### src/rtl/core/skrf_pkg.sv
// ----------------------------------------------------------------------------
// Scalar Kalman filter package
// Types and fixed constants shared by the signal strength filter modules.
// ----------------------------------------------------------------------------
package skrf_pkg;

  // Field widths.
  localparam int MEAS_W  = 16;
  localparam int GAIN_W  = 17;
  localparam int VAR_W   = 17;
  localparam int NOISE_W = 16;

  // Serial operand widths: multiplicand and accumulator.
  localparam int MCAND_W = 18;
  localparam int ACC_W   = 19;
  localparam int PROD_W  = ACC_W + 1;

  // One bit per cycle over a 17-bit quotient or multiplier.
  localparam int STEPS  = 17;
  localparam int STEP_W = $clog2(STEPS);

  // APB port.
  localparam int ADDR_W = 3;
  localparam int DATA_W = 32;
  localparam logic REG_NOISE = 1'b0;

  // Reset values and fixed-point limits.
  localparam logic [VAR_W-1:0]         VAR_ONE   = 17'd65536;
  localparam logic [NOISE_W-1:0]       R_RESET   = 16'd655;
  localparam logic signed [MEAS_W-1:0] EST_RESET = 16'sd512;

  typedef enum logic [2:0] {
    ST_IDLE,
    ST_DIV,
    ST_LOADM,
    ST_MUL,
    ST_WRITE
  } state_t;

  // Control to a serial arithmetic unit.
  typedef struct packed {
    logic load;
    logic run;
  } unit_ctl_t;

endpackage

### src/rtl/core/skrf_serdiv.sv
// ----------------------------------------------------------------------------
// Serial gain divider
// Restoring divider giving floor(P * 65536 / S), one quotient bit per cycle.
// ----------------------------------------------------------------------------
module skrf_serdiv (
  input  logic                          clk,
  input  skrf_pkg::unit_ctl_t           ctl,
  input  logic [skrf_pkg::VAR_W-1:0]    dividend,
  input  logic [skrf_pkg::VAR_W-1:0]    divisor,
  output logic [skrf_pkg::GAIN_W-1:0]   quotient
);
  import skrf_pkg::*;

  logic [VAR_W:0]    rem_r, rem_nxt;
  logic [VAR_W-1:0]  div_r;
  logic [GAIN_W-1:0] q_r, q_nxt;
  logic [VAR_W:0]    diff;
  logic              ge;

  // One trial subtraction per cycle; the remainder stays below twice the divisor.
  always_comb begin
    ge      = rem_r >= {1'b0, div_r};
    diff    = rem_r - {1'b0, div_r};
    rem_nxt = ge ? {diff[VAR_W-1:0], 1'b0} : {rem_r[VAR_W-1:0], 1'b0};
    q_nxt   = {q_r[GAIN_W-2:0], ge};
  end

  // Datapath registers need no reset.
  always_ff @(posedge clk) begin
    if (ctl.load) begin
      rem_r <= {1'b0, dividend};
      div_r <= divisor;
      q_r   <= '0;
    end else if (ctl.run) begin
      rem_r <= rem_nxt;
      q_r   <= q_nxt;
    end
  end

  assign quotient = q_r;

endmodule

### src/rtl/core/skrf_sermul.sv
// ----------------------------------------------------------------------------
// Serial multiplier
// Shift-add multiplier, one multiplier bit per cycle, giving product >>> 16.
// ----------------------------------------------------------------------------
module skrf_sermul (
  input  logic                                 clk,
  input  skrf_pkg::unit_ctl_t                  ctl,
  input  logic signed [skrf_pkg::MCAND_W-1:0]  mcand,
  input  logic [skrf_pkg::GAIN_W-1:0]          mplier,
  output logic signed [skrf_pkg::PROD_W-1:0]   prod_hi
);
  import skrf_pkg::*;

  logic signed [MCAND_W-1:0] m_r;
  logic [GAIN_W-1:0]         sh_r;
  logic signed [ACC_W-1:0]   hi_r;
  logic                      lsb_r;
  logic signed [ACC_W-1:0]   sum;

  // Add the multiplicand when the current multiplier bit is set.
  always_comb begin
    sum = hi_r + (sh_r[0] ? ACC_W'(m_r) : '0);
  end

  // Accumulator shifts right each step; the last bit out is product bit 16.
  always_ff @(posedge clk) begin
    if (ctl.load) begin
      m_r   <= mcand;
      sh_r  <= mplier;
      hi_r  <= '0;
      lsb_r <= 1'b0;
    end else if (ctl.run) begin
      hi_r  <= sum >>> 1;
      lsb_r <= sum[0];
      sh_r  <= sh_r >> 1;
    end
  end

  assign prod_hi = {hi_r, lsb_r};

endmodule

### src/rtl/core/scalar_kalman_rssi_filter_unit.sv
// ----------------------------------------------------------------------------
// Scalar Kalman signal strength filter
// One-dimensional Kalman update of a Q8.8 dBm estimate and its variance.
// ----------------------------------------------------------------------------
// Channel   Direction  Handshake               Beat contents
// in_       input      in_valid / in_stall     measurement (Q8.8 signed)
// out_      output     out_valid / out_stall   estimate (Q8.8), gain (Q1.16)
// cfg       APB        psel/penable/pready     noise_variance at address 0
//
// Each beat passes through idle, where it is accepted, the divider steps for
// the gain, a load step, the steps of the two parallel serial multipliers,
// and the write state. The result is registered as the write state ends.
// A new beat is taken while the previous result waits on out_stall; the write
// cycle then repeats until that result leaves.
// Reset is synchronous: estimate 2.0 dBm, variance 1.0, R = 655.
// ----------------------------------------------------------------------------
module scalar_kalman_rssi_filter_unit (
  input  logic                                   clk,
  input  logic                                   rst_n,
  input  logic                                   in_valid,
  output logic                                   in_stall,
  input  logic signed [skrf_pkg::MEAS_W-1:0]     in_measurement,
  output logic                                   out_valid,
  input  logic                                   out_stall,
  output logic signed [skrf_pkg::MEAS_W-1:0]     out_estimate,
  output logic [skrf_pkg::GAIN_W-1:0]            out_gain,
  input  logic                                   psel,
  input  logic                                   penable,
  input  logic                                   pwrite,
  input  logic [skrf_pkg::ADDR_W-1:0]            paddr,
  input  logic [skrf_pkg::DATA_W-1:0]            pwdata,
  output logic [skrf_pkg::DATA_W-1:0]            prdata,
  output logic                                   pready
);
  import skrf_pkg::*;

  state_t state_r, state_nxt;
  logic [STEP_W-1:0] cnt_r, cnt_nxt;
  logic [NOISE_W-1:0] noise_r;
  logic signed [MEAS_W-1:0] est_r, z_r;
  logic [VAR_W-1:0] p_r;
  logic [GAIN_W-1:0] k_r;
  logic out_valid_r;
  logic signed [MEAS_W-1:0] out_est_r;
  logic [GAIN_W-1:0] out_gain_r;

  logic in_fire, out_free, last_step, reg_sel, sum_zero;
  logic [VAR_W-1:0] sum;
  logic [GAIN_W-1:0] quot, k;
  logic signed [GAIN_W-1:0] delta;
  logic signed [PROD_W-1:0] est_step, var_prod;
  logic signed [PROD_W:0] est_full;
  logic signed [MEAS_W-1:0] est_new;
  logic [VAR_W-1:0] var_new;
  unit_ctl_t div_ctl, mul_ctl;

  // Handshake and APB decode.
  assign in_fire   = in_valid && !in_stall;
  assign out_free  = !out_valid_r || !out_stall;
  assign last_step = cnt_r == STEP_W'(STEPS - 1);
  assign reg_sel   = paddr[ADDR_W-1:2] == REG_NOISE;
  assign pready    = 1'b1;
  assign prdata    = reg_sel ? DATA_W'(noise_r) : '0;

  // Next state.
  always_comb begin
    state_nxt = state_r;
    unique case (state_r)
      ST_IDLE:  if (in_fire) state_nxt = ST_DIV;
      ST_DIV:   if (last_step) state_nxt = ST_LOADM;
      ST_LOADM: state_nxt = ST_MUL;
      ST_MUL:   if (last_step) state_nxt = ST_WRITE;
      ST_WRITE: if (out_free) state_nxt = ST_IDLE;
      default:  state_nxt = ST_IDLE;
    endcase
  end

  // State outputs.
  always_comb begin
    div_ctl  = '0;
    mul_ctl  = '0;
    in_stall = 1'b1;
    unique case (state_r)
      ST_IDLE: begin
        in_stall     = 1'b0;
        div_ctl.load = in_valid;
      end
      ST_DIV:   div_ctl.run  = 1'b1;
      ST_LOADM: mul_ctl.load = 1'b1;
      ST_MUL:   mul_ctl.run  = 1'b1;
      ST_WRITE: in_stall     = 1'b1;
      default:  in_stall     = 1'b1;
    endcase
  end

  // Step counter for the serial phases.
  always_comb begin
    cnt_nxt = '0;
    if ((state_r == ST_DIV || state_r == ST_MUL) && !last_step) begin
      cnt_nxt = cnt_r + 1'b1;
    end
  end

  // Gain: P + R fits 17 bits; a zero denominator forces the gain to zero.
  assign sum      = p_r + VAR_W'(noise_r);
  assign sum_zero = sum == '0;
  assign k        = sum_zero ? '0 : quot;
  assign delta    = GAIN_W'(z_r) - GAIN_W'(est_r);

  skrf_serdiv u_div (
    .clk      (clk),
    .ctl      (div_ctl),
    .dividend (p_r),
    .divisor  (sum),
    .quotient (quot)
  );

  // Estimate correction k * (z - est) >>> 16.
  skrf_sermul u_mul_est (
    .clk     (clk),
    .ctl     (mul_ctl),
    .mcand   (MCAND_W'(delta)),
    .mplier  (k),
    .prod_hi (est_step)
  );

  // Variance update (1 - k) * P >> 16.
  skrf_sermul u_mul_var (
    .clk     (clk),
    .ctl     (mul_ctl),
    .mcand   ($signed({1'b0, p_r})),
    .mplier  (GAIN_W'(VAR_ONE - k)),
    .prod_hi (var_prod)
  );

  // Final clamps, kept as guards.
  always_comb begin
    est_full = (PROD_W + 1)'(est_r) + (PROD_W + 1)'(est_step);
    if (est_full > (PROD_W + 1)'(32767)) begin
      est_new = 16'sh7fff;
    end else if (est_full < -(PROD_W + 1)'(32768)) begin
      est_new = 16'sh8000;
    end else begin
      est_new = est_full[MEAS_W-1:0];
    end
    if (var_prod[PROD_W-1]) begin
      var_new = '0;
    end else if (var_prod > PROD_W'(VAR_ONE)) begin
      var_new = VAR_ONE;
    end else begin
      var_new = var_prod[VAR_W-1:0];
    end
  end

  // Control and filter state.
  always_ff @(posedge clk) begin
    if (!rst_n) begin
      state_r     <= ST_IDLE;
      cnt_r       <= '0;
      noise_r     <= R_RESET;
      est_r       <= EST_RESET;
      p_r         <= VAR_ONE;
      out_valid_r <= 1'b0;
    end else begin
      state_r <= state_nxt;
      cnt_r   <= cnt_nxt;
      if (psel && penable && pwrite && reg_sel) begin
        noise_r <= pwdata[NOISE_W-1:0];
      end
      if (state_r == ST_WRITE && out_free) begin
        est_r       <= est_new;
        p_r         <= var_new;
        out_valid_r <= 1'b1;
      end else if (out_valid_r && !out_stall) begin
        out_valid_r <= 1'b0;
      end
    end
  end

  // Payload registers.
  always_ff @(posedge clk) begin
    if (in_fire) begin
      z_r <= in_measurement;
    end
    if (state_r == ST_LOADM) begin
      k_r <= k;
    end
    if (state_r == ST_WRITE && out_free) begin
      out_est_r  <= est_new;
      out_gain_r <= k_r;
    end
  end

  assign out_valid    = out_valid_r;
  assign out_estimate = out_est_r;
  assign out_gain     = out_gain_r;

endmodule

### config.mk
export PLATFORM = sky130hd
export DESIGN_NAME = scalar_kalman_rssi_filter_unit
export DESIGN_NICKNAME = d
export VERILOG_FILES = /design/src/rtl/core/skrf_pkg.sv /design/src/rtl/core/skrf_serdiv.sv /design/src/rtl/core/skrf_sermul.sv /design/src/rtl/core/scalar_kalman_rssi_filter_unit.sv
export SDC_FILE = /design/constraint.sdc
export NUM_CORES = 1
export LEC_CHECK = 0
export CAP_MARGIN = 20
export CELL_PAD_IN_SITES_DETAIL_PLACEMENT = 0
export CELL_PAD_IN_SITES_GLOBAL_PLACEMENT = 2
export CORE_MARGIN = 2
export CORE_UTILIZATION = 42
export CTS_CLUSTER_SIZE = 8
export DETAILED_ROUTE_END_ITERATION = 10
export DONT_BUFFER_PORTS = 1
export PLACE_DENSITY_LB_ADDON = 0.2
export SLEW_MARGIN = 10
export SYNTH_ARGS = -nofsm -noshare
export SYNTH_HDL_FRONTEND = slang
export SYNTH_SLANG_ARGS = --single-unit
### constraint.sdc
create_clock -name clk -period 6 [get_ports clk]
set_clock_uncertainty 0.05 [all_clocks]
set_input_delay 1.5 -clock clk [delete_from_list [all_inputs] [get_ports clk]]
set_output_delay 1.5 -clock clk [all_outputs]
set_load 0.02 [all_outputs]
==> tab_implementation.tex <==
\begin{tabular}{lr}
\hline
Metric & Value \\
\hline
\multicolumn{2}{l}{\textbf{Outcome}} \\
Run status & finished, final reports clean \\
\multicolumn{2}{l}{\textbf{Yosys}} \\
Number of flops mapped to enable cells by yosys & 168 \\
Share of the synthesized area in the top cell type & 0.327 \\
Post-synth ARST share & 0 \\
Number of distinct library cells after synthesis & 76 \\
Mapped Avg Cell Area & 9.91 µm² \\
Mapped Area & 15400 µm² \\
Portion of the post-synthesis area used by sequential elements & 0.475 \\
Leading cell type by number of instances after synthesis & nand2\_1 \\
Flip-flop cell with the highest count after synthesis & edfxtp\_1 \\
Cell count after synthesis & 1555 \\
FF+latch count, synth & 282 \\
Commonest cells in the synthesized netlist & nand2\_1, edfxtp\_1, dfxtp\_1 \\
Library cell with the largest summed area after synthesis & edfxtp\_1 \\
Yosys Warn Count & 0 \\
Ranking of synthesized cells by area & edfxtp\_1, dfxtp\_1, ha\_1 \\
\multicolumn{2}{l}{\textbf{Global routing}} \\
Pin count of the biggest net entering global routing & 67 \\
Aggregate global-route resource usage & 0.200 \\
Overflow left after global routing & 0 \\
Number of global-route vias before repair & 11100 \\
Initial antenna violation count & 0 \\
Wire length of the first global-routing pass & 60.3 mm \\
\multicolumn{2}{l}{\textbf{CTS}} \\
Deepest level of the CTS H-tree & 2 \\
Buffer depth of the longest clock path & 3 \\
Number of setup buffers added after CTS & 0 \\
Number of CTS-inserted buffers & 41 \\
Worst skew pair latency & 0.56 ns \\
TritonCTS clock tree & yes \\
Clk slew on worst S/H paths & 0.05 ns \\
Root Driver & clkbuf\_16 \\
Number of sinks handled by clock tree synthesis & 282 \\
Number of cells upsized or downsized after cts & 0 \\
Quantity of hold-fixing buffers added after cts & 0 \\
\multicolumn{2}{l}{\textbf{Setup path}} \\
Family with the most delay on the worst path & simple AND/OR/NAND/NOR gates \\
Origin of the critical flop-to-flop path & p\_r[0] \\
Library cell contributing the largest single delay on the critical path & or3\_1 \\
CP max stage delay & 0.54 ns \\
Number of cell instances on the worst register-to-register path & 16 \\
Minimum setup slack among reg-to-reg paths & 0.83 ns \\
Buffers \& Inverters on Critical Path & 1 \\
Highest fanout seen on the critical path & 11 \\
Crit. End Element & flop \\
Setup CP Type & flop to flop \\
Worst endpoint required time & 6.34 ns \\
Startpoint type of the worst setup path & flop \\
Cell breakdown of the critical path & ha\_1 -> fa\_1 -> a211oi\_1 -> o21ai\_1 -> a311o\_1 -> xor2\_1 -> or4\_1 -> nor4\_2 -> nand4\_1 -> or3\_1 -> nand2\_1 -> ha\_1 -> inv\_1 -> or3\_1 -> o211a\_1 -> o31ai\_2 \\
Arr. time, crit path & 5.50 ns \\
Endpoint of the lowest-slack register-to-register path & u\_mul\_var.sh\_r[4] \\
\multicolumn{2}{l}{\textbf{Floorplan}} \\
Full die area & 38200 µm² \\
Die boundary height & 196 µm \\
Starting density of the core & 0.424 \\
Width of the chip & 196 µm \\
Std-Cell Rows & 70 \\
Core box area & 36300 µm² \\
Ports & 126 \\
\multicolumn{2}{l}{\textbf{Drt}} \\
DRC violations left & 0 \\
Vias after detailed routing & 11200 \\
Initial detailed-routing violation count & 669 \\
1st-pass router iterations & 5 \\
Post-detailed-route via-to-cell ratio & 5.43 \\
Post-DR wirelength/cell & 18.1 µm \\
Post-route ant nets & 0 \\
Drt total wl & 37.3 mm \\
\multicolumn{2}{l}{\textbf{Placed design}} \\
Place WS & 0.876 ns \\
Routability congestion estimate from global placement & 0.778 \\
Post-DP HPWL & 25.6 mm \\
Input/output buffers & 0 \\
\multicolumn{2}{l}{\textbf{Timing}} \\
Worst-case setup margin in the final layout & 0.834 ns \\
Total setup violations reported at the end of the flow & 0 \\
Least-Margin Pin Slew & 1.02 ns \\
Fin. max-slew vios & 0 \\
Number of hold violations in the final report & 0 \\
Worst slew margin relative to its limit & 0.322 \\
Worst hold slack after final layout & 0.361 ns \\
Post-layout minimum cycle time & 5.17 ns \\
Setup repair after global routing missed its margin & false \\
Accumulated negative setup slack & 0 ns \\
Maximum frequency from static timing analysis & 194 MHz \\
Final Cycle Share & 0.861 \\
\multicolumn{2}{l}{\textbf{Hold path}} \\
Endpoint of the worst hold-timing path & out\_gain[2] \\
Worst Hold Depth & 0 \\
Startpoint of the tightest hold check path & k\_r[2] \\
Type of the worst min-delay path & flop to flop \\
\multicolumn{2}{l}{\textbf{Pwr}} \\
Power share of the clock group & 0.433 \\
Switching share of power & 0.265 \\
Worst ir drop on vdd & 0.000195 V \\
Total internal power & 3.74 mW \\
Static Leakage & 6.91 nW \\
P\_sw & 1.35 mW \\
Areal power density over the cells & 298 nW/µm² \\
Relative contribution of sequential cells to total power & 0.430 \\
Comb power frac & 0.137 \\
\multicolumn{2}{l}{\textbf{Layout}} \\
Number of diodes added for antenna fixing & 0 \\
Filler cells & 3418 \\
Final nets & 1729 \\
Area overhead of the layout relative to synthesis & 10.8\% \\
Fraction of final layout cells sized beyond drive strength 1 & 0.0667 \\
\multicolumn{2}{l}{\textbf{Flow run}} \\
Max cap viols & 0 \\
\hline
\end{tabular}
[power by group through the flow]
stage          Sequential (mW)  Clock (mW)  Combinational, mW
2_1_floorplan             2.20           0              0.560
3_3_place_gp              2.22           0              0.692
3_5_place_dp              2.22           0              0.700
4_1_cts                   2.19        2.27              0.705
5_1_grt                   2.19        2.34              0.789
6_report                  2.19        2.20              0.698
[worst register-to-register path: stages, from the launching register on]
cell	delay, ns
dfxtp_1	0.34
ha_1	0.23
fa_1	0.43
a211oi_1	0.37
o21ai_1	0.15
a311o_1	0.41
xor2_1	0.18
or4_1	0.51
nor4_2	0.17
nand4_1	0.19
or3_1	0.54
nand2_1	0.22
ha_1	0.40
inv_1	0.14
or3_1	0.32
o211a_1	0.14
o31ai_2	0.20
[layout make-up]
type	count	area [µm²]	share of cell area
Timing Repair Buffer	16	120	0.00704
Inverter	84	315	0.0185
Tap cell	468	586	0.0343
Sequential cell	282	7330	0.429
Multi-Input combinational cell	1134	7510	0.440
Clock inverter	2	38.8	0.00227
Clock buffer	71	1180	0.0691
[registers in the layout (all words and copies together) (netlist names), 17 cells and up]
name            flops
u_div.rem_r        18
u_mul_est.hi_r     18
u_mul_var.hi_r     18
k_r                17
out_gain           17
p_r                17
u_div.div_r        17
u_div.quotient     17
u_mul_est.m_r      17
u_mul_est.sh_r     17
u_mul_var.m_r      17
u_mul_var.sh_r     17
[how the worst max path moves through the flow]
stage                     slack [ns]        from                  to  cells after the start
after floorplan                 1.53  noise_r[0]  u_mul_var.sh_r[14]                     18
after global placement          0.93      p_r[0]   u_mul_var.sh_r[4]                     16
after detailed placement        0.88      p_r[0]   u_mul_var.sh_r[4]                     16
after CTS                       0.80      p_r[0]   u_mul_var.sh_r[4]                     16
after global routing            0.52      p_r[0]   u_mul_var.sh_r[4]                     16
final                           0.83      p_r[0]   u_mul_var.sh_r[4]                     16
[placed cells by master, fill, tap and decap left out, drive strengths merged, types with 45 or more instances in the layout]
| cell type | instances |
|---|---|
| xnor2 | 45 |
| edfxtp | 168 |
| clkbuf | 71 |
| o21ai | 111 |
| nor2 | 94 |
| inv | 85 |
| and2 | 51 |
| dfxtp | 114 |
| a21oi | 78 |
| ha | 106 |
| nor2b | 45 |
| nand2 | 181 |
[cell families after synthesis]
family,share of synthesized area
AND/OR/NAND/NOR,0.171
AO/OA/AOI/OAI,0.157
flip-flops,0.475
XOR/XNOR,0.0466
other,0.000487
buffers and inverters,0.0423
multiplexers,0.0140
adder cells (fa/ha/maj),0.0938
[layer usage]
layer  GRT usage  wire, µm  share of wire  up-vias
met1       0.280     18200           0.49     5326
met3      0.0383      1700          0.046       53
met5           0         0              0        -
met4      0.0588       788          0.021        0
li1            -         -              -     5584
met2       0.314     16700           0.45      201
[through the flow]
step                power [mW]  std cells   util  instance area, µm²
floorplan                 2.77       1570      -               15500
global placement          2.92       1984  0.436               15900
detailed placement        2.92       1984  0.436               15900
CTS                       5.16       2057  0.470               17100
global route              5.32       2057  0.470               17100
finish                    5.09       2057  0.470               17100
(Power assumes the default switching activity.)
